File: src/hw/rtl/tbe_pkg.sv
// shared types and constants of the three band equaliser
// used by the top, lane, sequencer and merge modules, no dependencies
package tbe_pkg;

	// default sizes
	localparam int DEF_LANES       = 4;
	localparam int DEF_SAMPLE_BITS = 16;

	// arithmetic formats
	localparam int STAGES     = 4;
	localparam int STAGE_W    = 2;
	localparam int HIST_DEPTH = 3;
	localparam int COEF_W     = 17;
	localparam int GAIN_W     = 16;
	localparam int POLE_W     = 32;
	localparam int FRAC_BITS  = 16;
	localparam int GAIN_FRAC  = 12;
	localparam int OUT_SHIFT  = FRAC_BITS + GAIN_FRAC;

	// sequencer schedule: pole updates, then the three mixing products
	localparam int CNT_W = 4;
	localparam logic [CNT_W-1:0] CNT_MIX_LO     = CNT_W'(2 * STAGES);
	localparam logic [CNT_W-1:0] CNT_MIX_HI     = CNT_W'(2 * STAGES + 1);
	localparam logic [CNT_W-1:0] CNT_LAST_ISSUE = CNT_W'(2 * STAGES + 2);
	localparam logic [CNT_W-1:0] CNT_LAST       = CNT_W'(2 * STAGES + 3);

	// register map
	localparam int REG_IDX_W = 3;
	localparam int CFG_W     = COEF_W;
	localparam logic [REG_IDX_W-1:0] REG_LOW_COEF  = 3'd0;
	localparam logic [REG_IDX_W-1:0] REG_HIGH_COEF = 3'd1;
	localparam logic [REG_IDX_W-1:0] REG_LOW_GAIN  = 3'd2;
	localparam logic [REG_IDX_W-1:0] REG_MID_GAIN  = 3'd3;
	localparam logic [REG_IDX_W-1:0] REG_HIGH_GAIN = 3'd4;

	// reset values, unity gain is 1.0 in Q4.12
	localparam logic [COEF_W-1:0] RST_LOW_COEF  = 17'd7547;
	localparam logic [COEF_W-1:0] RST_HIGH_COEF = 17'd42457;
	localparam logic [GAIN_W-1:0] RST_GAIN_UNITY = 16'd4096;

	typedef enum logic [2:0] {
		OP_LOW,
		OP_HIGH,
		OP_MIX_LO,
		OP_MIX_HI,
		OP_DRY
	} op_t;

	typedef enum logic [1:0] {
		ST_IDLE,
		ST_RUN,
		ST_FIN
	} state_t;

	typedef struct packed {
		logic [COEF_W-1:0] low_coef;
		logic [COEF_W-1:0] high_coef;
		logic [GAIN_W-1:0] low_gain;
		logic [GAIN_W-1:0] mid_gain;
		logic [GAIN_W-1:0] high_gain;
	} cfg_t;

	typedef struct packed {
		logic               start;
		logic               issue;
		op_t                op;
		logic [STAGE_W-1:0] stage;
		logic               load;
	} ctrl_t;

endpackage

File: src/hw/rtl/tbe_lane.sv
// one equaliser lane: pole cascades, history and band mixing
// one shared multiplier, steered by the sequencer; depends on tbe_pkg
module tbe_lane import tbe_pkg::*; #(
	parameter int SAMPLE_BITS = DEF_SAMPLE_BITS
) (
	input  logic                          clk,
	input  logic                          arst_n,
	input  ctrl_t                         ctrl,
	input  cfg_t                          cfg,
	input  logic signed [SAMPLE_BITS-1:0] sample,
	output logic signed [SAMPLE_BITS-1:0] eq,
	output logic                          clip
);

	localparam int XW    = (SAMPLE_BITS + FRAC_BITS > POLE_W) ? SAMPLE_BITS + FRAC_BITS : POLE_W;
	localparam int AW    = XW + 1;
	localparam int BW    = GAIN_W + 2;
	localparam int PW    = AW + BW;
	localparam int SW    = PW - FRAC_BITS;
	localparam int DRY_W = SAMPLE_BITS + BW + FRAC_BITS;
	localparam int ACC_W = ((DRY_W > POLE_W + BW) ? DRY_W : POLE_W + BW) + 2;
	localparam int YW    = ACC_W - OUT_SHIFT;

	// state
	logic signed [POLE_W-1:0]      low_q  [STAGES];
	logic signed [POLE_W-1:0]      high_q [STAGES];
	logic signed [SAMPLE_BITS-1:0] hist_q [HIST_DEPTH];
	logic signed [XW-1:0]          x_low_q;
	logic signed [XW-1:0]          x_high_q;
	logic signed [SAMPLE_BITS-1:0] dry_q;
	logic signed [ACC_W-1:0]       acc_q;

	// multiplier stage
	logic                          wb_s1;
	logic signed [PW-1:0]          prod_s1;
	op_t                           op_s1;
	logic [STAGE_W-1:0]            stage_s1;
	logic signed [POLE_W-1:0]      pole_s1;

	logic signed [POLE_W-1:0]      pole_rd;
	logic signed [AW-1:0]          a_op;
	logic signed [BW-1:0]          b_op;
	logic signed [PW-1:0]          prod;
	logic signed [SW-1:0]          step;
	logic signed [SW:0]            sum;
	logic                          sum_fits;
	logic signed [POLE_W-1:0]      pole_new;
	logic signed [ACC_W-1:0]       acc_add;
	logic signed [YW-1:0]          y;
	logic                          y_fits;

	// operand selection for the issued operation
	always_comb begin
		pole_rd = low_q[ctrl.stage];
		a_op    = '0;
		b_op    = '0;
		unique case (ctrl.op)
			OP_LOW: begin
				pole_rd = low_q[ctrl.stage];
				a_op    = AW'(x_low_q) - AW'(pole_rd);
				b_op    = BW'(cfg.low_coef);
			end
			OP_HIGH: begin
				pole_rd = high_q[ctrl.stage];
				a_op    = AW'(x_high_q) - AW'(pole_rd);
				b_op    = BW'(cfg.high_coef);
			end
			OP_MIX_LO: begin
				a_op = AW'(x_low_q);
				b_op = BW'(cfg.low_gain) - BW'(cfg.mid_gain);
			end
			OP_MIX_HI: begin
				a_op = AW'(x_high_q);
				b_op = BW'(cfg.mid_gain) - BW'(cfg.high_gain);
			end
			OP_DRY: begin
				a_op = AW'(dry_q);
				b_op = BW'(cfg.high_gain);
			end
			default: begin
				a_op = '0;
				b_op = '0;
			end
		endcase
	end

	assign prod = a_op * b_op;

	// pole update with saturation to the pole register range
	assign step     = SW'(prod_s1 >>> FRAC_BITS);
	assign sum      = (SW + 1)'(pole_s1) + (SW + 1)'(step);
	assign sum_fits = (&sum[SW:POLE_W-1]) | ~(|sum[SW:POLE_W-1]);
	assign pole_new = sum_fits ? sum[POLE_W-1:0] :
		(sum[SW] ? {1'b1, {(POLE_W-1){1'b0}}} : {1'b0, {(POLE_W-1){1'b1}}});

	// dry product carries the 2^16 of the delayed sample
	assign acc_add = (op_s1 == OP_DRY) ? (ACC_W'(prod_s1) <<< FRAC_BITS) : ACC_W'(prod_s1);

	// output scaling and clipping
	assign y      = YW'(acc_q >>> OUT_SHIFT);
	assign y_fits = (&y[YW-1:SAMPLE_BITS-1]) | ~(|y[YW-1:SAMPLE_BITS-1]);
	assign eq     = y_fits ? y[SAMPLE_BITS-1:0] :
		(y[YW-1] ? {1'b1, {(SAMPLE_BITS-1){1'b0}}} : {1'b0, {(SAMPLE_BITS-1){1'b1}}});
	assign clip   = ~y_fits;

	// multiplier output register
	always_ff @(posedge clk) begin
		prod_s1  <= prod;
		op_s1    <= ctrl.op;
		stage_s1 <= ctrl.stage;
		pole_s1  <= pole_rd;
	end

	// filter state and history
	always_ff @(posedge clk or negedge arst_n) begin
		if (!arst_n) begin
			wb_s1  <= 1'b0;
			low_q  <= '{default: '0};
			high_q <= '{default: '0};
			hist_q <= '{default: '0};
		end else begin
			wb_s1 <= ctrl.issue;
			if (ctrl.start) begin
				hist_q[0] <= sample;
				hist_q[1] <= hist_q[0];
				hist_q[2] <= hist_q[1];
			end
			if (wb_s1) begin
				unique case (op_s1)
					OP_LOW:  low_q[stage_s1]  <= pole_new;
					OP_HIGH: high_q[stage_s1] <= pole_new;
					default: ;
				endcase
			end
		end
	end

	// cascade inputs, delayed sample and mix accumulator
	always_ff @(posedge clk) begin
		if (ctrl.start) begin
			x_low_q  <= XW'(sample) <<< FRAC_BITS;
			x_high_q <= XW'(sample) <<< FRAC_BITS;
			dry_q    <= hist_q[2];
			acc_q    <= '0;
		end else if (wb_s1) begin
			unique case (op_s1)
				OP_LOW:                      x_low_q  <= XW'(pole_new);
				OP_HIGH:                     x_high_q <= XW'(pole_new);
				OP_MIX_LO, OP_MIX_HI, OP_DRY: acc_q   <= acc_q + acc_add;
				default: ;
			endcase
		end
	end

endmodule

File: config.mk
export PLATFORM = sky130hd
export DESIGN_NAME = tbe_lane
export DESIGN_NICKNAME = d
export VERILOG_FILES = /design/src/hw/rtl/tbe_pkg.sv /design/src/hw/rtl/tbe_lane.sv
export SDC_FILE = /design/constraint.sdc
export NUM_CORES = 2
export LEC_CHECK = 0
export BUFFER_PORTS_ARGS = -buffer_cell sky130_fd_sc_hd__buf_2
export CELL_PAD_IN_SITES_DETAIL_PLACEMENT = 0
export CELL_PAD_IN_SITES_GLOBAL_PLACEMENT = 1
export CORE_MARGIN = 5
export CORE_UTILIZATION = 55
export CTS_CLUSTER_DIAMETER = 60
export DETAILED_ROUTE_END_ITERATION = 7
export PLACE_DENSITY_LB_ADDON = 0.3
export SETUP_SLACK_MARGIN = 0.1
export SYNTH_ARGS = -nofsm -noshare
export SYNTH_HDL_FRONTEND = slang
export SYNTH_SLANG_ARGS = --single-unit
export TNS_END_PERCENT = 5
File: constraint.sdc
create_clock -name clk -period 16.2 [get_ports clk]
set_input_delay 0.81 -clock clk [delete_from_list [all_inputs] [get_ports clk]]
set_output_delay 0.81 -clock clk [all_outputs]
set_load 0.005 [all_outputs]
==> metrics.cfg <==
[cts]
clkTransAtPathRegs_ns=0.06
cts-buffers-inserted=61
htreeDepth=2
cts_resized=0
clock_path_buffers=3
insertion_delay_ns=0.66
root_buffer=clkbuf_16
cts_setup_buffers=0
clkSinkCount=525
cts_tree=yes
cts_hold_buf=0

[cells_and_area]
design_area_mm2=0.05544
final_common_cell=nand2_1
area_delta_synth_final_pct=8.015
drive_above_1_share_pct=9.644
post-route-util_pct=59.67
final_cell_count_no_fill=7014
mostFrequentLayoutCells=848 x nand2_1, 777 x inv_1, 575 x fa_1
nets=6694

[floorplanning]
die_x_um=315.5
chipHeight_um=315.5
ios=125
core-area_mm2=0.09291
start_util_pct=55.25
core.rowCount=112
die_area_mm2=0.09953

[critical_path]
crit_path_end_kind=register
worstPathRequired_ns=16.79
reg2reg_from=high_q[2]
critPathSlowestCell=a311oi_2
crit_top_cell=fa_1
startpoint=ctrl[1]
worst-path-max-fanout=44
max_stage_delay_ns=0.98
cp-start-kind=input pin
path_buf_inv=8
cp.arrival_ns=12.27
reg2reg_slack_ns=5.28
crit_family=compound AO/OA/AOI/OAI gates
worst-setup-path-type=input pin to register

[yosys]
seq_area_frac_synth_pct=24.39
syn_avg_cell_area_um2=9.021
ys.flop_type=dfrtp_1
synth_cell_types=94
yosys_warnings=0
synthCells=5690
syn-num-nets=6681
async_flop_share_pct=58.10
syn_area_mm2=0.05133
synth_edf_count=48
synth-seq-cells=525

[global_routing]
grt_max_degree=97
grt_pass1_vias=42260
grt_pass1_wl_um=247600
antenna_found_initial=3
grt_remaining_overflow=0
grt_usage_pct=32.25

[detailed_routing]
drt-total-wl_um=159400
wire_per_inst_um=22.73
drtAntennaViolNets=0
vias_per_cell=5.912
drc=0
vias=41470
drt_iter0_drc=3322
drt_first_pass_iters=6

[run_status]
status=completed

[placement]
placed_cells=6894
gp_congestion=0.9914
place_area_mm2=0.05335
dp_hpwl_um=124100
port_buffers=123

[timing]
maxSlewViolCount=0
fin_tns_setup_ns=0
min_period_over_period_pct=72.06
worst_slew_pin_slew_ns=1.352
max_freq_mhz=85.66
hold_violations=0
fin_crit_ns=11.67
rsz0062_at_grt=false
skew_ns=0.02595
slew_headroom_pct=7.272
final-setup-viol-count=0

[min_path]
hold_path_class=input pin to async pin

[run]
drv_cap=0

==> final cells by class <==
cell class / count / area (um^2)
tap: 1254 / 1569
sequential: 525 / 12520
clock inverter: 30 / 315.3
fill: 8340 / 37470
inverter: 781 / 2932
antenna: 5 / 12.51
multi-input combinational: 4122 / 35040
clock buffer: 85 / 1759
timing repair buffer: 212 / 1301
==> synthesized netlist by cell type, drive strengths merged (118+ instances only) <==
master / n / area share, %
ha: 308 / 7.5
o21ai: 504 / 5.2
xnor2: 118 / 2.0
fa: 575 / 22
dfxtp: 172 / 6.7
a21o: 134 / 2.0
dfrtp: 305 / 15
nand2: 848 / 6.2
inv: 777 / 5.7
clkbuf: 233 / 1.7
nor2: 352 / 2.7
a21oi: 249 / 2.4
==> cells by family after synthesis <==
group | count (synthesis) | synth area share, %
AND/OR/NAND/NOR | 1626 | 14.06
AO/OA/AOI/OAI | 1221 | 14.95
buffers and inverters | 1043 | 7.698
adder cells (fa/ha/maj) | 883 | 29.93
flip-flops | 525 | 24.39
multiplexers | 210 | 5.872
XOR/XNOR | 182 | 3.106
==> registers in the layout, summed over array words and instances, names as in the netlist, 16 cells and up <==
signal and cells:
high_q 128, x_high_q 32, acc_q 52, prod_s1 51, low_q 128, dry_q 16, hist_q 48, pole_s1 32
x_low_q 32
==> metrics by stage <==
step / hold WS [ns] / setup WS, ns
5_1_grt: 0.2399 / 4.041
2_1_floorplan: 0.4211 / 5.325
3_3_place_gp: 0.4282 / 4.027
6_report: 0.1928 / 4.526
3_5_place_dp: 0.4299 / 3.995
4_1_cts: 0.1885 / 4.638
==> path summary, 6_finish.rpt <==
kind                                to  depth (start not counted)
max                        prod_s1[48]                         36
min                          low_q[65]                          1
max reg2reg                prod_s1[48]                         35
min reg2reg                  dry_q[12]                          0
max in group asynchronous   hist_q[26]                          3
min in group clk                 wb_s1                          1
==> routing by layer <==
| layer | up-vias | wire length [um] | global-route usage (%) |
|---|---|---|---|
| li1 | 18830 | - | - |
| met1 | 20720 | 67320 | 44.59 |
| met2 | 1593 | 70890 | 50.21 |
| met3 | 330 | 12960 | 6.069 |
| met4 | 0 | 8262 | 13.93 |
| met5 | - | 0 | 0 |
Power is not shown: default switching activity piles up to over one toggle a cycle in this logic, so the estimate is an artifact.
