[src/hw/rtl/tbe_pkg.sv]
// shared types and constants of the three band equaliser
// used by the top, lane, sequencer and merge modules, no dependencies
package tbe_pkg;

	// default sizes
	localparam int DEF_LANES       = 4;
	localparam int DEF_SAMPLE_BITS = 16;

	// arithmetic formats
	localparam int STAGES     = 4;
	localparam int STAGE_W    = 2;
	localparam int HIST_DEPTH = 3;
	localparam int COEF_W     = 17;
	localparam int GAIN_W     = 16;
	localparam int POLE_W     = 32;
	localparam int FRAC_BITS  = 16;
	localparam int GAIN_FRAC  = 12;
	localparam int OUT_SHIFT  = FRAC_BITS + GAIN_FRAC;

	// sequencer schedule: pole updates, then the three mixing products
	localparam int CNT_W = 4;
	localparam logic [CNT_W-1:0] CNT_MIX_LO     = CNT_W'(2 * STAGES);
	localparam logic [CNT_W-1:0] CNT_MIX_HI     = CNT_W'(2 * STAGES + 1);
	localparam logic [CNT_W-1:0] CNT_LAST_ISSUE = CNT_W'(2 * STAGES + 2);
	localparam logic [CNT_W-1:0] CNT_LAST       = CNT_W'(2 * STAGES + 3);

	// register map
	localparam int REG_IDX_W = 3;
	localparam int CFG_W     = COEF_W;
	localparam logic [REG_IDX_W-1:0] REG_LOW_COEF  = 3'd0;
	localparam logic [REG_IDX_W-1:0] REG_HIGH_COEF = 3'd1;
	localparam logic [REG_IDX_W-1:0] REG_LOW_GAIN  = 3'd2;
	localparam logic [REG_IDX_W-1:0] REG_MID_GAIN  = 3'd3;
	localparam logic [REG_IDX_W-1:0] REG_HIGH_GAIN = 3'd4;

	// reset values, unity gain is 1.0 in Q4.12
	localparam logic [COEF_W-1:0] RST_LOW_COEF  = 17'd7547;
	localparam logic [COEF_W-1:0] RST_HIGH_COEF = 17'd42457;
	localparam logic [GAIN_W-1:0] RST_GAIN_UNITY = 16'd4096;

	typedef enum logic [2:0] {
		OP_LOW,
		OP_HIGH,
		OP_MIX_LO,
		OP_MIX_HI,
		OP_DRY
	} op_t;

	typedef enum logic [1:0] {
		ST_IDLE,
		ST_RUN,
		ST_FIN
	} state_t;

	typedef struct packed {
		logic [COEF_W-1:0] low_coef;
		logic [COEF_W-1:0] high_coef;
		logic [GAIN_W-1:0] low_gain;
		logic [GAIN_W-1:0] mid_gain;
		logic [GAIN_W-1:0] high_gain;
	} cfg_t;

	typedef struct packed {
		logic               start;
		logic               issue;
		op_t                op;
		logic [STAGE_W-1:0] stage;
		logic               load;
	} ctrl_t;

endpackage

[src/hw/rtl/tbe_seq.sv]
// sequencer of the three band equaliser
// steps all lanes in lockstep through one item; depends on tbe_pkg
module tbe_seq import tbe_pkg::*; (
	input  logic  clk,
	input  logic  arst_n,
	input  logic  s_tvalid,
	input  logic  out_free,
	output logic  s_tready,
	output ctrl_t ctrl
);

	state_t             state_q;
	state_t             state_d;
	logic [CNT_W-1:0]   cnt_q;

	// next state
	always_comb begin
		state_d = state_q;
		unique case (state_q)
			ST_IDLE: if (s_tvalid)          state_d = ST_RUN;
			ST_RUN:  if (cnt_q == CNT_LAST) state_d = ST_FIN;
			ST_FIN:  if (out_free)          state_d = ST_IDLE;
			default:                        state_d = ST_IDLE;
		endcase
	end

	// outputs
	always_comb begin
		s_tready   = 1'b0;
		ctrl.start = 1'b0;
		ctrl.issue = 1'b0;
		ctrl.load  = 1'b0;
		ctrl.stage = cnt_q[STAGE_W:1];
		// operation of the current step: low/high pole pairs, then mixing
		if (cnt_q < CNT_MIX_LO) begin
			ctrl.op = cnt_q[0] ? OP_HIGH : OP_LOW;
		end else if (cnt_q == CNT_MIX_LO) begin
			ctrl.op = OP_MIX_LO;
		end else if (cnt_q == CNT_MIX_HI) begin
			ctrl.op = OP_MIX_HI;
		end else begin
			ctrl.op = OP_DRY;
		end
		unique case (state_q)
			ST_IDLE: begin
				s_tready   = 1'b1;
				ctrl.start = s_tvalid;
			end
			ST_RUN:  ctrl.issue = (cnt_q <= CNT_LAST_ISSUE);
			ST_FIN:  ctrl.load  = out_free;
			default: ;
		endcase
	end

	// state and step counter
	always_ff @(posedge clk or negedge arst_n) begin
		if (!arst_n) begin
			state_q <= ST_IDLE;
			cnt_q   <= '0;
		end else begin
			state_q <= state_d;
			if (state_q == ST_RUN) begin
				cnt_q <= cnt_q + 1'b1;
			end else begin
				cnt_q <= '0;
			end
		end
	end

endmodule

[config.mk]
export PLATFORM = sky130hd
export DESIGN_NAME = tbe_seq
export DESIGN_NICKNAME = d
export VERILOG_FILES = /design/src/hw/rtl/tbe_pkg.sv /design/src/hw/rtl/tbe_seq.sv
export SDC_FILE = /design/constraint.sdc
export NUM_CORES = 1
export LEC_CHECK = 0
export ABC_AREA = 1
export CAP_MARGIN = 30
export CORE_AREA = 2 2 39 41
export DETAILED_ROUTE_END_ITERATION = 8
export DIE_AREA = 0 0 41 43
export DONT_BUFFER_PORTS = 1
export GPL_TIMING_DRIVEN = 0
export PLACE_DENSITY = 0.46
export SYNTH_ARGS = -nofsm -noshare
export SYNTH_HDL_FRONTEND = slang
export SYNTH_SLANG_ARGS = --single-unit
[constraint.sdc]
create_clock -name clk -period 1.1 [get_ports clk]
set_input_delay 0.22 -clock clk [delete_from_list [all_inputs] [get_ports clk]]
set_output_delay 0.22 -clock clk [all_outputs]
set_load 0.02 [all_outputs]
==> flow_metrics.py, run 1 <==
metrics = {
    "routing": {
        "ant_nets": 0,
        "drc_errors": 0,
        "routed_wl_um": 760,
        "dr.pass1.iters": 2,
        "viasPerCell": 4.48,
        "wire_per_inst_um": 10.4,
        "drtIter0Drc": 3,
        "vias": 327,
    },
    "floorplanning": {
        "start_util_pct": 27.2,
        "design.core.area_mm2": 0.00138,
        "die_x_um": 41,
        "dieArea_mm2": 0.00176,
        "chipHeight_um": 43,
        "ios": 13,
        "rows": 14,
    },
    "timing": {
        "setup_viol": 7,
        "slew_headroom_pct": 81.0,
        "worstMarginPinSlew_ps": 284,
        "rsz0062_at_grt": "true",
        "min_period_over_period_pct": 131,
        "final.setup.worst_slack_ps": -336,
        "hold_violations": 0,
        "worst_hold_slack_ps": 214,
        "min_period_ps": 1440,
        "fmax_mhz": 697,
        "finalMaxSlewViolations": 0,
        "clock_skew_ps": 5.17,
    },
    "logic_synthesis": {
        "synth_top_area_share_pct": 39.9,
        "synth_cell_types": 15,
        "synth_area_um2": 377,
        "avgSynthCellArea_um2": 7.85,
        "synth_area_leader_cell": "dfrtp_1",
        "syn_inst": 48,
        "ys_ff_latch": 6,
        "ys_warn_count": 0,
        "ys_seq_area_share_pct": 39.9,
        "synth_area_leaders": "dfrtp_1, ha_1, inv_1",
        "synth.net_count": 55,
    },
    "global_routing": {
        "antenna_found_initial": 0,
        "grt_pass1_vias": 313,
        "grtUsageTotal_pct": 11.5,
        "overflow": 0,
        "grt_max_degree": 7,
        "grt_pass1_wl_mm": 1.26,
    },
    "setup_path": {
        "crit_arrival_ps": 1220,
        "crit_fanout": 3,
        "cp-end-kind": "primary output",
        "crit_type": "register to primary output",
        "worst-endpoint-required_ps": 880,
        "worstSetupStartpointType": "register",
    },
    "placed_design": {
        "gp_congestion": 0.667,
        "dp.cells": 64,
        "numPortBuffers": 0,
        "dp_hpwl_um": 553,
        "pre_cts_ws_ps": -190,
    },
    "clock_tree": {
        "numCtsBuffers": 3,
        "cts_num_sinks": 6,
        "path_clk_slew_ps": 50,
        "cts-root-buf": "clkbuf_4",
        "worstSkewPairLatency_ps": 240,
        "cts_tree": "done",
        "htree_levels": 1,
        "clockBufferDepth": 2,
    },
    "finish": {
        "num_antenna_cells": 0,
        "drive_gt1_share_pct": 61.4,
        "stdcell_count": 73,
        "nets": 66,
        "most-common-layout-cells": "nor2_4, inv_2, inv_1, buf_6, dfrtp_1",
        "fill_cells": 135,
        "final_common_cell": "nor2_4",
        "syn2layout_area_growth_pct": 56.8,
    },
    "pwr": {
        "ir_drop_mv": 1.05,
        "p_leak_nw": 0.249,
        "total_power_mw": 1.84,
        "power.density_mw_per_mm2": 3110,
    },
    "run_status": {
        "status": "finished, violations left",
        "violations": "setup timing",
    },
    "run": {
        "cap_violations": 0,
    },
    "worst_hold_path": {
        "hp-class": "input port to register",
    },
}
[report_power, final]
| group | switching, mW | internal [mW] | total [mW] |
|---|---|---|---|
| Sequential | 0.107 | 0.317 | 0.424 |
| Combinational | 0.702 | 0.514 | 1.22 |
| Clock | 0.0750 | 0.123 | 0.198 |
[repair_timing]
action,CTS,global route
resized for setup,8,10
cloned,0,0
buffers inserted,5,1
endpoints found under the hold margin,6,0
pin swaps,2,6
endpoints found under the setup margin,7,11
hold buffers,1,0
[path summary, 6_finish.rpt]
check	from	endpoint	slack [ps]	depth (start not counted)
worst min register to register	cnt_q[0]$_DFF_PN0_	cnt_q[0]$_DFF_PN0_	600	2
min in group asynchronous	arst_n	cnt_q[2]$_DFF_PN0_	290	1
worst max register to register	state_q[1]$_DFFE_PN0P_	state_q[0]$_DFFE_PN0P_	30	4
worst min-delay path	out_free	state_q[1]$_DFFE_PN0P_	210	3
max in group asynchronous	arst_n	cnt_q[0]$_DFF_PN0_	560	1
worst max-delay path	cnt_q[1]$_DFF_PN0_	ctrl[3]	-340	4
[cell usage after synthesis]
master   count
nand2_1      4
nand4_1      1
nor2_2       2
a21oi_2      1
inv_1        7
buf_4        2
o21ai_1      3
dfrtp_1      6
a21oi_1      2
ha_1         3
nor2_1       7
nor2_4       1
o22ai_1      2
nand3_1      3
inv_2        4
[metal layers]
layer	track usage [%]	vias to the layer above	wire (µm)
li1	-	167	-
met1	12.7	154	294
met2	15.9	6	415
met3	9.42	0	50
met4	4.00	0	0
met5	0	-	0
[sequential cells by signal (all words and copies together), names as in the netlist]
| register | cells |
|---|---|
| cnt_q | 4 |
| state_q | 2 |
[critical path, stage by stage, from the launching register on]
cell	delay (ps)
dfrtp_1	390
inv_2	120
ha_4	160
nand3_1	90
o22ai_2	230
[cell families after synthesis]
kind of cell             count (synthesis)  share of synthesized area, %
adder cells (fa/ha/maj)                  3                          9.97
buffers and inverters                   13                          14.9
AND/OR/NAND/NOR                         18                          22.9
AO/OA/AOI/OAI                            8                          12.3
flip-flops                               6                          39.9
[through the flow]
| step | setup TNS (ps) | instance area, µm² | util (%) |
|---|---|---|---|
| floorplan | -292 | 428 | - |
| global route | -2040 | 591 | 42.7 |
| global placement | -569 | 448 | 32.4 |
| CTS | -1710 | 549 | 39.7 |
| finish | -1570 | 591 | 42.7 |
| detailed placement | -551 | 448 | 32.4 |
[final cells by class]
cell class                      instances  area [µm²]  area share [%]
Multi-Input combinational cell         29         274            46.4
Sequential cell                         6         153            25.8
Timing Repair Buffer                    6        58.8            9.96
Inverter                               11        43.8            7.42
Clock buffer                            3        22.5            3.81
Tap cell                               16        20.0            3.39
Buffer                                  2        18.8            3.18
Note: power is estimated with default switching activity, not from simulation.
==> inputs of run 2 (changes only) <==
Settings changed: CORE_AREA 2 2 39 41 to 10 10 47 49, DIE_AREA 0 0 41 43 to 0 0 57 59, SETUP_SLACK_MARGIN from default to 0.4.
==> run 2 against run 1 <==
Clock power up 13%. Clock skew up 5.4 ps. Combinational power up 16%. Via count up 6.4%. Utilization up 2.1 points. Critical endpoint is now ctrl[5]. The run still ends with setup timing left. Power up 13%.
==> flow_metrics.py, run 2 (synthesized netlist as in run 1, its figures left out) <==
metrics = {
    "run_status": {
        "status": "finished, violations left",
        "violations": "setup timing",
    },
    "worst_hold_path": {
        "hold_end": "state_q[1]$_DFFE_PN0P_",
        "min_from": "out_free",
        "min_path_cells": 3,
        "hp-class": "input port to register",
    },
    "pwr": {
        "clkPwrFrac_pct": 10.8,
        "p_comb_share_pct": 68.0,
        "p_sw_share_pct": 46.5,
        "p_leak_nw": 0.267,
        "p_seq_share_pct": 21.3,
        "switchingPower_uw": 965,
        "power.density_mw_per_mm2": 3300,
        "ir_drop_mv": 1.33,
        "intPower_mw": 1.11,
    },
    "global_routing": {
        "met3_usage_pct": 5.36,
        "antenna_found_initial": 0,
        "grt_pass1_wl_mm": 1.51,
        "grtUsageTotal_pct": 5.90,
        "gr-usage-met2_pct": 7.60,
        "grt-busiest-layer": "met2",
        "overflow": 0,
        "grt_pass1_vias": 321,
        "grt_max_degree": 7,
        "use_met1_pct": 6.35,
    },
    "setup_path": {
        "cpMostUsedCell": "nor2_4",
        "r2r-start": "cnt_q[0]$_DFF_PN0_",
        "r2r-end": "state_q[1]$_DFFE_PN0P_",
        "reg2reg_slack_ps": -20,
        "cp-end-kind": "primary output",
        "worstSetupStartpointType": "register",
        "crit_type": "register to primary output",
        "crit_fanout": 3,
        "crit_arrival_ps": 1210,
        "path_cells": "inv_4 -> ha_4 -> nor2_4 -> nor2_4 -> nor2_4",
        "rr_worst_depth": 6,
        "cpMaxStageDelayCell": "dfrtp_2",
        "slowest_delay_ps": 440,
        "worst-endpoint-required_ps": 880,
    },
    "routing": {
        "vias": 348,
        "ant_nets": 0,
        "routed_wl_um": 902,
        "drtIter0Drc": 3,
        "wire_per_inst_um": 11.6,
        "dr.pass1.iters": 4,
        "viasPerCell": 4.46,
        "drc_errors": 0,
    },
    "timing": {
        "final.setup.worst_slack_ps": -334,
        "finalMaxSlewViolations": 0,
        "worstMarginPinSlew_ps": 281,
        "rsz0062_at_grt": "true",
        "setup_viol": 9,
        "min_period_ps": 1430,
        "min_period_over_period_pct": 130,
        "hold_violations": 0,
        "fmax_mhz": 698,
        "slew_headroom_pct": 81.3,
        "setup_tns_ps": -1570,
        "clock_skew_ps": 10.6,
    },
    "placed_design": {
        "pre_cts_ws_ps": -160,
        "dp.cells": 64,
        "dp_hpwl_um": 689,
        "gp_congestion": 0.688,
        "numPortBuffers": 0,
        "place_area_um2": 479,
    },
    "clock_tree": {
        "cts_tree": "done",
        "path_clk_slew_ps": 50,
        "worstSkewPairLatency_ps": 250,
        "cts-root-buf": "clkbuf_4",
        "htree_levels": 1,
        "cts_num_sinks": 6,
        "clockBufferDepth": 2,
        "numCtsBuffers": 3,
    },
    "finish": {
        "nets": 70,
        "largest_reg_flops": 4,
        "stdcell_count": 78,
        "finish.instance_area_um2": 628,
        "top_register": "cnt_q",
        "syn2layout_area_growth_pct": 66.8,
        "most-common-layout-cells": "nor2_4, buf_4, inv_2",
        "drive_gt1_share_pct": 69.4,
        "num_antenna_cells": 0,
        "top_regs": "cnt_q: 4 flops, state_q: 2 flops",
    },
    "floorplanning": {
        "chipHeight_um": 59,
        "dieArea_mm2": 0.00336,
        "start_util_pct": 26.9,
        "ios": 13,
        "die_x_um": 57,
        "rows": 14,
        "design.core.area_mm2": 0.00140,
    },
    "run": {
        "cap_violations": 0,
    },
}
-- run 2: routing by layer --
layer,vias up,part of all wire [%]
met5,-,0
met4,0,1.1
met3,4,12
met2,10,50
met1,158,37
li1,176,-
-- run 2: worst max-delay path, delay by kind of cell (launching register included) --
kind / cells / cell delay [ps]
flip-flops: 1 / 440
AND/OR/NAND/NOR: 3 / 310
adder cells (fa/ha/maj): 1 / 140
buffers and inverters: 1 / 80
-- run 2: layout make-up --
| class | instances | area, µm² |
|---|---|---|
| multi-input cells | 29 | 274 |
| flip-flops and latches | 6 | 154 |
| clock buffers | 4 | 26.3 |
| plain buffers | 2 | 22.5 |
| repair buffers | 10 | 85.1 |
| inverters | 11 | 46.3 |
| well taps | 16 | 20.0 |
| fillers | 141 | 773 |
-- run 2: repair_timing --
item,CTS,global route
endpoints found under the setup margin,15,15
resized for setup,10,5
hold buffers,1,0
pin swaps,1,4
buffers inserted,6,3
hold endpoints to repair,6,0
-- run 2: worst max path at each step --
stage / start / end / slack (ps) / cells past startpoint
finish: cnt_q[0]$_DFF_PN0_ / ctrl[5] / -330 / 5
global route: cnt_q[1]$_DFF_PN0_ / ctrl[5] / -420 / 5
CTS: cnt_q[0]$_DFF_PN0_ / ctrl[5] / -360 / 5
detailed placement: cnt_q[0]$_DFF_PN0_ / ctrl[5] / -160 / 5
global placement: cnt_q[0]$_DFF_PN0_ / ctrl[5] / -150 / 5
floorplan: cnt_q[0]$_DFF_PN0_ / ctrl[5] / -80 / 5
-- run 2: per-stage QoR --
| stage | hold slack [ps] | total power, mW | util, % |
|---|---|---|---|
| after floorplan | -75.6 | 1.29 | - |
| after global placement | -75.4 | 1.43 | 34.2 |
| after detailed placement | -75.3 | 1.43 | 34.2 |
| after CTS | 203 | 1.97 | 42.1 |
| after global routing | 229 | 2.25 | 44.8 |
| final | 219 | 2.07 | 44.8 |
-- run 2: power groups by stage --
stage / clock network, mW / registers [mW] / logic (mW)
floorplan: 0 / 0.418 / 0.877
global placement: 0 / 0.440 / 0.986
detailed placement: 0 / 0.440 / 0.986
CTS: 0.233 / 0.435 / 1.30
global route: 0.255 / 0.457 / 1.54
finish: 0.223 / 0.441 / 1.41
