File: src/hw/rtl/tbe_pkg.sv
// shared types and constants of the three band equaliser
// used by the top, lane, sequencer and merge modules, no dependencies
package tbe_pkg;

	// default sizes
	localparam int DEF_LANES       = 4;
	localparam int DEF_SAMPLE_BITS = 16;

	// arithmetic formats
	localparam int STAGES     = 4;
	localparam int STAGE_W    = 2;
	localparam int HIST_DEPTH = 3;
	localparam int COEF_W     = 17;
	localparam int GAIN_W     = 16;
	localparam int POLE_W     = 32;
	localparam int FRAC_BITS  = 16;
	localparam int GAIN_FRAC  = 12;
	localparam int OUT_SHIFT  = FRAC_BITS + GAIN_FRAC;

	// sequencer schedule: pole updates, then the three mixing products
	localparam int CNT_W = 4;
	localparam logic [CNT_W-1:0] CNT_MIX_LO     = CNT_W'(2 * STAGES);
	localparam logic [CNT_W-1:0] CNT_MIX_HI     = CNT_W'(2 * STAGES + 1);
	localparam logic [CNT_W-1:0] CNT_LAST_ISSUE = CNT_W'(2 * STAGES + 2);
	localparam logic [CNT_W-1:0] CNT_LAST       = CNT_W'(2 * STAGES + 3);

	// register map
	localparam int REG_IDX_W = 3;
	localparam int CFG_W     = COEF_W;
	localparam logic [REG_IDX_W-1:0] REG_LOW_COEF  = 3'd0;
	localparam logic [REG_IDX_W-1:0] REG_HIGH_COEF = 3'd1;
	localparam logic [REG_IDX_W-1:0] REG_LOW_GAIN  = 3'd2;
	localparam logic [REG_IDX_W-1:0] REG_MID_GAIN  = 3'd3;
	localparam logic [REG_IDX_W-1:0] REG_HIGH_GAIN = 3'd4;

	// reset values, unity gain is 1.0 in Q4.12
	localparam logic [COEF_W-1:0] RST_LOW_COEF  = 17'd7547;
	localparam logic [COEF_W-1:0] RST_HIGH_COEF = 17'd42457;
	localparam logic [GAIN_W-1:0] RST_GAIN_UNITY = 16'd4096;

	typedef enum logic [2:0] {
		OP_LOW,
		OP_HIGH,
		OP_MIX_LO,
		OP_MIX_HI,
		OP_DRY
	} op_t;

	typedef enum logic [1:0] {
		ST_IDLE,
		ST_RUN,
		ST_FIN
	} state_t;

	typedef struct packed {
		logic [COEF_W-1:0] low_coef;
		logic [COEF_W-1:0] high_coef;
		logic [GAIN_W-1:0] low_gain;
		logic [GAIN_W-1:0] mid_gain;
		logic [GAIN_W-1:0] high_gain;
	} cfg_t;

	typedef struct packed {
		logic               start;
		logic               issue;
		op_t                op;
		logic [STAGE_W-1:0] stage;
		logic               load;
	} ctrl_t;

endpackage

File: src/hw/rtl/tbe_merge.sv
// merge stage: gathers lane results and clip flags into the output register
// depends on tbe_pkg
module tbe_merge import tbe_pkg::*; #(
	parameter int LANES       = DEF_LANES,
	parameter int SAMPLE_BITS = DEF_SAMPLE_BITS
) (
	input  logic                                   clk,
	input  logic                                   arst_n,
	input  ctrl_t                                  ctrl,
	input  logic [LANES*SAMPLE_BITS-1:0]           eq_lanes,
	input  logic [LANES-1:0]                       clip_lanes,
	input  logic                                   m_tready,
	output logic                                   m_tvalid,
	output logic [((LANES*SAMPLE_BITS+7)/8)*8-1:0] m_tdata,
	output logic [LANES-1:0]                       m_tuser,
	output logic                                   out_free
);

	localparam int DW = ((LANES * SAMPLE_BITS + 7) / 8) * 8;

	logic          valid_q;
	logic [DW-1:0] data_q;
	logic [LANES-1:0] user_q;

	assign out_free = ~valid_q | m_tready;
	assign m_tvalid = valid_q;
	assign m_tdata  = data_q;
	assign m_tuser  = user_q;

	// output valid
	always_ff @(posedge clk or negedge arst_n) begin
		if (!arst_n) begin
			valid_q <= 1'b0;
		end else if (ctrl.load) begin
			valid_q <= 1'b1;
		end else if (m_tready) begin
			valid_q <= 1'b0;
		end
	end

	// output payload
	always_ff @(posedge clk) begin
		if (ctrl.load) begin
			data_q <= DW'(eq_lanes);
			user_q <= clip_lanes;
		end
	end

endmodule

File: config.mk
export PLATFORM = sky130hd
export DESIGN_NAME = tbe_merge
export DESIGN_NICKNAME = d
export VERILOG_FILES = /design/src/hw/rtl/tbe_pkg.sv /design/src/hw/rtl/tbe_merge.sv
export SDC_FILE = /design/constraint.sdc
export NUM_CORES = 1
export LEC_CHECK = 0
export BUFFER_PORTS_ARGS = -buffer_cell sky130_fd_sc_hd__buf_2
export CAP_MARGIN = 30
export CORE_ASPECT_RATIO = 0.9
export CORE_UTILIZATION = 40
export CTS_CLUSTER_SIZE = 8
export DETAILED_ROUTE_END_ITERATION = 10
export GPL_TIMING_DRIVEN = 0
export PLACE_DENSITY = 0.79
export SYNTH_ARGS = -nofsm -noshare
export SYNTH_HDL_FRONTEND = slang
export SYNTH_SLANG_ARGS = --single-unit
File: constraint.sdc
create_clock -name clk -period 0.8 [get_ports clk]
set_input_delay 0.08 -clock clk [delete_from_list [all_inputs] [get_ports clk]]
set_output_delay 0.08 -clock clk [all_outputs]
set_load 0.05 [all_outputs]
==> results of run 1 <==
[registers in the layout, summed over array words and instances (netlist names)]
signal,cells
m_tuser,4
m_tdata,64
m_tvalid,1
[worst paths after layout]
check | startpoint | to | slack (ns) | cells past startpoint
worst max-delay path | m_tvalid | out_free | -0.26 | 2
worst min-delay path | arst_n | m_tvalid | 0.09 | 2
worst max register to register | m_tvalid | m_tvalid | 0.02 | 3
worst min register to register | m_tvalid | m_tvalid | 0.68 | 3
max in group asynchronous | arst_n | m_tvalid | 0.61 | 2
min in group clk | m_tready | m_tvalid | 0.15 | 4
[stage by stage]
step	std cells	TNS [ns]	setup WS (ns)	total power, mW	utilization, %
detailed placement	278	-24.41	-0.464	5.97	58.9
finish	364	-12.10	-0.262	9.67	86.3
global route	364	-14.43	-0.304	9.94	86.3
CTS	364	-11.87	-0.268	9.54	86.3
global placement	277	-50.45	-0.734	5.94	58.5
floorplan	71	-0.102	-0.0992	5.48	-
[power groups by stage]
stage               Sequential [mW]  Clock (mW)  Combinational (mW)
global route                   4.47        3.23                2.25
global placement               4.42           0                1.52
CTS                            4.42        2.97                2.14
finish                         4.45        3.03                2.19
floorplan                      5.45           0              0.0261
detailed placement             4.43           0                1.54
[per-layer routing]
metal	track usage [%]	part of all wire, %
met1	29.7	36
met2	45.2	53
met3	9.29	9.3
met4	10.5	1.9
met5	0	0
[final cells by class]
type	count	area, um2
Sequential cell	69	2070
Tap cell	65	81.3
Fill cell	205	677
Clock buffer	11	131
Timing Repair Buffer	212	1860
Clock inverter	5	75.1
Multi-Input combinational cell	2	27.5
[worst max-delay path: stages, from the launching register on]
cell	delay [ns]
dfrtp_2	0.43
nand2b_4	0.09
buf_8	0.14
[what timing repair did]
action	in CTS	in global routing
endpoints found under the setup margin	111	71
hold buffers	69	0
setup buffers	1	1
gates resized for setup	141	0
hold endpoints to repair	69	0
[cells by family (layout without fill, tap and decap cells)]
family | after synthesis | count (layout) | share of synthesized area [%]
flip-flops | 69 | 69 | 98.9
AND/OR/NAND/NOR | 2 | 2 | 1.08
buffers and inverters | 0 | 228 | 0
[cell usage in the layout (no fill, tap or decap), drive strengths merged]
cell           n
buf          143
dlygate4sd3   69
edfxtp        68
clkbuf        11
nand2b         2
clkinv         2
bufinv         2
clkinvlp       1
dfrtp          1
==> summary.md, run 1 <==
| Metric | Value |
|---|---|
| Worst-path clk slew | approximately 0.060 ns |
| Outcome | finished, violations left |
| Worst-skew pair later-pin latency | between 0.3 and 0.4 ns |
| TritonCTS clock tree | done |
| Nets | 373 |
| H-tree lvl count | 3 |
| Cell taking the most area after synthesis | edfxtp_1 |
| Post-layout minimum cycle time | approximately 1.1 ns |
| DIE AREA | approximately 5500 um2 |
| Crit share post-route | 133% |
| RSZ-0062 raised after global routing | yes |
| Gpl congestion | 0.706 |
| Std-Cell Rows | 24 |
| Reg power frac | approximately 46% |
| Internal Pwr Total | around 6.9 mW |
| Max transition margin | 74.0% |
| Mapped Area | about 2100 um2 |
| Post-synth cell types | 4 |
| Clock Skews | 0 ns |
| Sw Share | around 28% |
| Finished Cell Area | around 4200 um2 |
| Total CTS buffers | 9 |
| Antenna diodes | 0 |
| Initial Util | 42.4% |
| Top-count cell post-synth | edfxtp_1 |
| Achievable clock frequency | approximately 0.94 GHz |
| Crit-path max FO | 2 |
| Routed wire per std cell | 18.5 um |
| Core Region | a little under 5000 um2 |
| Static Leakage | 1.80 nW |
| Comb power frac | a little under a quarter |
| Vias | between 1500 and 2000 |
| Global-route wire length before repair | 9.84 mm |
| Worst hold slack | approximately 0.093 ns |
| Most frequent cells after synthesis | 68 x edfxtp_1, 1 x dfrtp_1, 1 x nand2b_2, 1 x nand2b_4 |
| Total wire length | between 6 and 7 mm |
| CP Launch Type | register |
| Synth async-reset ratio | around 1.4% |
| Sequential area share after synthesis | a little over nine tenths |
| Setup-failing EPs final | 70 |
| Synthesis-to-finish area growth | 103% |
| Post-route antenna net violation count | 0 |
| Synth top area cells | edfxtp_1 98%, dfrtp_1 1.2%, nand2b_4 0.66%, nand2b_2 0.42% |
| Clock Power Share | 31.3% |
| Post-synth top area share | ~98% |
| First-pass DRT Iterations | 4 |
| EDFF count, synth | between 60 and 70 |
| Setup CP Type | reg2out |
| Worst slew pin tran | between 0.3 and 0.4 ns |
| Syn Inst Count | 71 |
| Vias in the first global route | between 1500 and 2000 |
| Via-to-Cell Ratio | between 4 and 5 |
| Residual DRC | 0 |
| Share of layout cells above drive strength 1 | between 50% and 60% |
| Synth Warn # | 0 |
| Root Buffer Master | clkbuf_8 |
| Pin count of the biggest net entering global routing | 42 |
| Mapped Avg Cell Area | slightly below 30 um2 |
| WP data arrival | a little under 1 ns |
| Starting DRT DRC Count | 127 |
| HP Class | in2async |
| Total gr overflow | 0 |
| Failing checks | setup timing |
| CP Capture Type | output pin |
| Die X | 78.2 um |
| Buffers on Ports | 141 |
| Clock sink total | 69 |
| Critical Path RT | approximately 0.72 ns |
| P per Cell Area | ~2300 nW/um2 |
| Ys flop type | edfxtp_1 |
| Syn nets | 150 |
| NetSw | approximately 2.8 mW |
| Hold Fails Final Rpt | 0 |
| Total GRT Usage | 26.1% |
| Post-Place Cell Area | 2900 um2 |
| Initial antenna violation count | 0 |
| Maxcap violations | 0 |
| DIE HEIGHT | roughly 71 um |
| IO Pins | between 100 and 150 |
| Setup ws final | -0.262 ns |
| Pins Over Slew Limit | 0 |
| Synth Register Bits | 69 |
| CTS Buffer Depth | 2 |
| Peak VDD IR | 1610 uV |
(Power assumes the default switching activity.)
==> run 2: changes to the inputs <==
--- a/config.mk
+++ b/config.mk
@@ -7,12 +7,16 @@
 export LEC_CHECK = 0
 export BUFFER_PORTS_ARGS = -buffer_cell sky130_fd_sc_hd__buf_2
 export CAP_MARGIN = 30
+export CELL_PAD_IN_SITES_DETAIL_PLACEMENT = 1
+export CELL_PAD_IN_SITES_GLOBAL_PLACEMENT = 2
 export CORE_ASPECT_RATIO = 0.9
-export CORE_UTILIZATION = 40
+export CORE_UTILIZATION = 26
+export CTS_BUF_LIST = sky130_fd_sc_hd__clkbuf_16
 export CTS_CLUSTER_SIZE = 8
 export DETAILED_ROUTE_END_ITERATION = 10
 export GPL_TIMING_DRIVEN = 0
-export PLACE_DENSITY = 0.79
+export PLACE_DENSITY = 0.78
+export RECOVER_POWER = 50
 export SYNTH_ARGS = -nofsm -noshare
 export SYNTH_HDL_FRONTEND = slang
 export SYNTH_SLANG_ARGS = --single-unit
==> run 2 against run 1 <==
Net effect: the flow still finishes with violations (setup timing); via count is 6.3% lower; clock power is 37% higher; global-route usage is 11 points lower; combinational power hardly changed; final cell count is 8.5% higher; worst setup slack better by 0.012 ns; largest power group unchanged; clock skew stayed put; largest cell class unchanged; total power is 11% higher.
==> summary.md, run 2 (synthesis gave the netlist of run 1 again) <==
| Metric | Value |
|---|---|
| Outcome | finished, violations left (unchanged) |
| Failing checks | setup timing (unchanged) |
| NetSw | 2.87 mW (was 2.75 mW) |
| Buffers on Ports | 141 (unchanged) |
| WP data arrival | 0.97 ns (was 0.98 ns) |
| Reg power frac | 41.2% (was 46.0%) |
| Dpl ws | -0.518 ns (was -0.464 ns) |
| Synthesis-to-finish area growth | 110% (was 103%) |
| DIE AREA | 8400 um2 (was 5520 um2) |
| CP Launch Type | register (unchanged) |
| CTS Buffer Depth | 2 (unchanged) |
| Share of layout cells above drive strength 1 | 53.8% (was 52.8%) |
| Pins Over Slew Limit | 0 (unchanged) |
| Pin count of the biggest net entering global routing | 41 (was 42) |
| Worst-path clk slew | 0.06 ns (about the same) |
| Total CTS buffers | 9 (unchanged) |
| Crit share post-route | 131% (was 133%) |
| Worst-skew pair later-pin latency | 0.32 ns (about the same) |
| Gpl congestion | 0.636 (was 0.706) |
| Static Leakage | 1.85 nW (was 1.80 nW) |
| Clock Power Share | 38.7% (was 31.3%) |
| Setup-failing EPs final | 70 (unchanged) |
| Post-layout minimum cycle time | 1.05 ns (was 1.06 ns) |
| CP Capture Type | output pin (unchanged) |
| Clock Skews | 0 ns (unchanged) |
| Root Buffer Master | clkbuf_16 (was clkbuf_8) |
| P per Cell Area | 2450 nW/um2 (was 2280 nW/um2) |
| Hold Fails Final Rpt | 0 (unchanged) |
| Total GRT Usage | 14.9% (was 26.1%) |
| Antenna diodes | 0 (unchanged) |
| DIE HEIGHT | 87.0 um (was 70.6 um) |
| Internal Pwr Total | 7.89 mW (was 6.92 mW) |
| Die X | 96.5 um (was 78.2 um) |
| Final std cells w/o fill | 395 (was 364) |
| Critical R2R Launch | m_tvalid (unchanged) |
| Crit-path max FO | 2 (unchanged) |
| First-pass DRT Iterations | 4 (unchanged) |
| RSZ-0062 raised after global routing | yes (unchanged) |
| Post-route antenna net violation count | 0 (unchanged) |
| R2R depth | 3 (unchanged) |
| Largest register FFs | 64 (unchanged) |
| Std-Cell Rows | 30 (was 24) |
| Initial antenna violation count | 0 (unchanged) |
| Clock sink total | 69 (unchanged) |
| Total gr overflow | 0 (unchanged) |
| HP Class | in2async (unchanged) |
| Vias | 1538 (was 1642) |
| TritonCTS clock tree | done (unchanged) |
| Residual DRC | 0 (unchanged) |
| Critical R2R Capture | m_tvalid (unchanged) |
| Starting DRT DRC Count | 13 (was 127) |
| Most frequent cells in the layout | 70 x buf_2, 69 x dlygate4sd3_1, 68 x edfxtp_1, 68 x buf_6, 9 x clkbuf_16 (was 70 x buf_2, 69 x dlygate4sd3_1, 68 x edfxtp_1, 68 x buf_6, 9 x clkbuf_8) |
| Worst setup startpoint | m_tvalid (unchanged) |
| Max transition margin | 70.3% (was 74.0%) |
| Core Region | 7660 um2 (was 4920 um2) |
| Setup total negative slack | -10.66 ns (was -12.10 ns) |
| Global-route wire length before repair | 8.89 mm (was 9.84 mm) |
| IO Pins | 149 (unchanged) |
| FF-to-FF setup slack | 0.03 ns (was 0.02 ns) |
| Routed wire per std cell | 15.2 um (was 18.5 um) |
| Capture point of the worst path | out_free (unchanged) |
| Fill cell count | 709 (was 205) |
| Placed Cells | 309 (was 278) |
| Total wire length | 6.01 mm (was 6.72 mm) |
| Setup CP Type | reg2out (unchanged) |
| Nets | 373 (unchanged) |
| Critical Path RT | 0.72 ns (about the same) |
| Vias in the first global route | 1786 (was 1817) |
| Initial Util | 27.3% (was 42.4%) |
| Maxcap violations | 0 (unchanged) |
| Sw Share | 26.6% (was 28.5%) |
| Peak VDD IR | 1750 uV (was 1610 uV) |
| Via-to-Cell Ratio | 3.89 (was 4.51) |
| Worst slew pin tran | 0.446 ns (was 0.389 ns) |
| Achievable clock frequency | 0.952 GHz (was 0.942 GHz) |
| H-tree lvl count | 3 (unchanged) |
| Commonest non-fill, non-tap cell in the layout | buf_2 (unchanged) |
| Setup ws final | -0.250 ns (was -0.262 ns) |
| Comb power frac | 20.1% (was 22.7%) |
-- run 2: changes by cell type in the layout (fill, tap and decap cells not counted) --
cell and delta:
clkbuf_16 +9, clkbuf_8 -9, clkbuf_1 -2, clkinv_2 +2, buf_4 -1, clkbuf_4 +1, clkinv_1 -1, clkinv_4 +1
-- run 2: worst min-delay path by stage --
| stage | startpoint | to | slack [ns] | cells after the start |
|---|---|---|---|---|
| global route | arst_n | m_tvalid | 0.06 | 2 |
| floorplan | arst_n | m_tvalid | -0.22 | 0 |
| detailed placement | arst_n | m_tvalid | -0.14 | 1 |
| CTS | arst_n | m_tvalid | 0.04 | 2 |
| global placement | arst_n | m_tvalid | -0.14 | 1 |
| finish | arst_n | m_tvalid | 0.07 | 2 |
-- run 2: power groups by stage --
stage,combinational [mW],sequential (mW),clock [mW]
finish,2.16,4.44,4.16
global route,2.25,4.46,4.38
CTS,2.16,4.44,4.28
detailed placement,1.56,4.44,0
global placement,1.53,4.43,0
floorplan,0.0261,5.45,0
-- run 2: timing repair --
item	4_1_cts	5_1_grt
hold buffers	69	0
cloned	0	0
buffers inserted	1	0
endpoints found under the hold margin	69	0
pin swaps	0	0
setup endpoints to repair	110	70
gates resized for setup	141	0
-- run 2: layout make-up --
type / instances / area (um2) / share of cell area (%)
flip-flops and latches: 69 / 2070 / 47.1
multi-input cells: 2 / 27.5 / 0.626
clock inverters: 7 / 90.1 / 2.05
repair buffers: 212 / 1860 / 42.4
clock buffers: 9 / 225 / 5.12
well taps: 96 / 120 / 2.73
-- run 2: layer usage --
| metal | vias up | wire [um] | track usage, % |
|---|---|---|---|
| met2 | 90 | 3150 | 26.6 |
| met1 | 704 | 2210 | 15.0 |
| li1 | 735 | - | - |
| met3 | 9 | 564 | 7.59 |
| met4 | 0 | 82 | 4.55 |
| met5 | - | 0 | 0 |
-- run 2: per-stage QoR --
step	utilization (%)	area (um2)	hold slack, ns	power [mW]
after floorplan	-	2100	-0.216	5.48
after global placement	38.2	2920	-0.145	5.96
after detailed placement	38.4	2940	-0.144	6.00
after CTS	57.4	4400	0.0432	10.9
after global routing	57.4	4400	0.0594	11.1
final	57.4	4400	0.0687	10.8
-- run 2: critical path, stage by stage, from the launching register on --
cell      delay [ns]
dfrtp_2         0.42
nand2b_4        0.08
buf_8           0.14
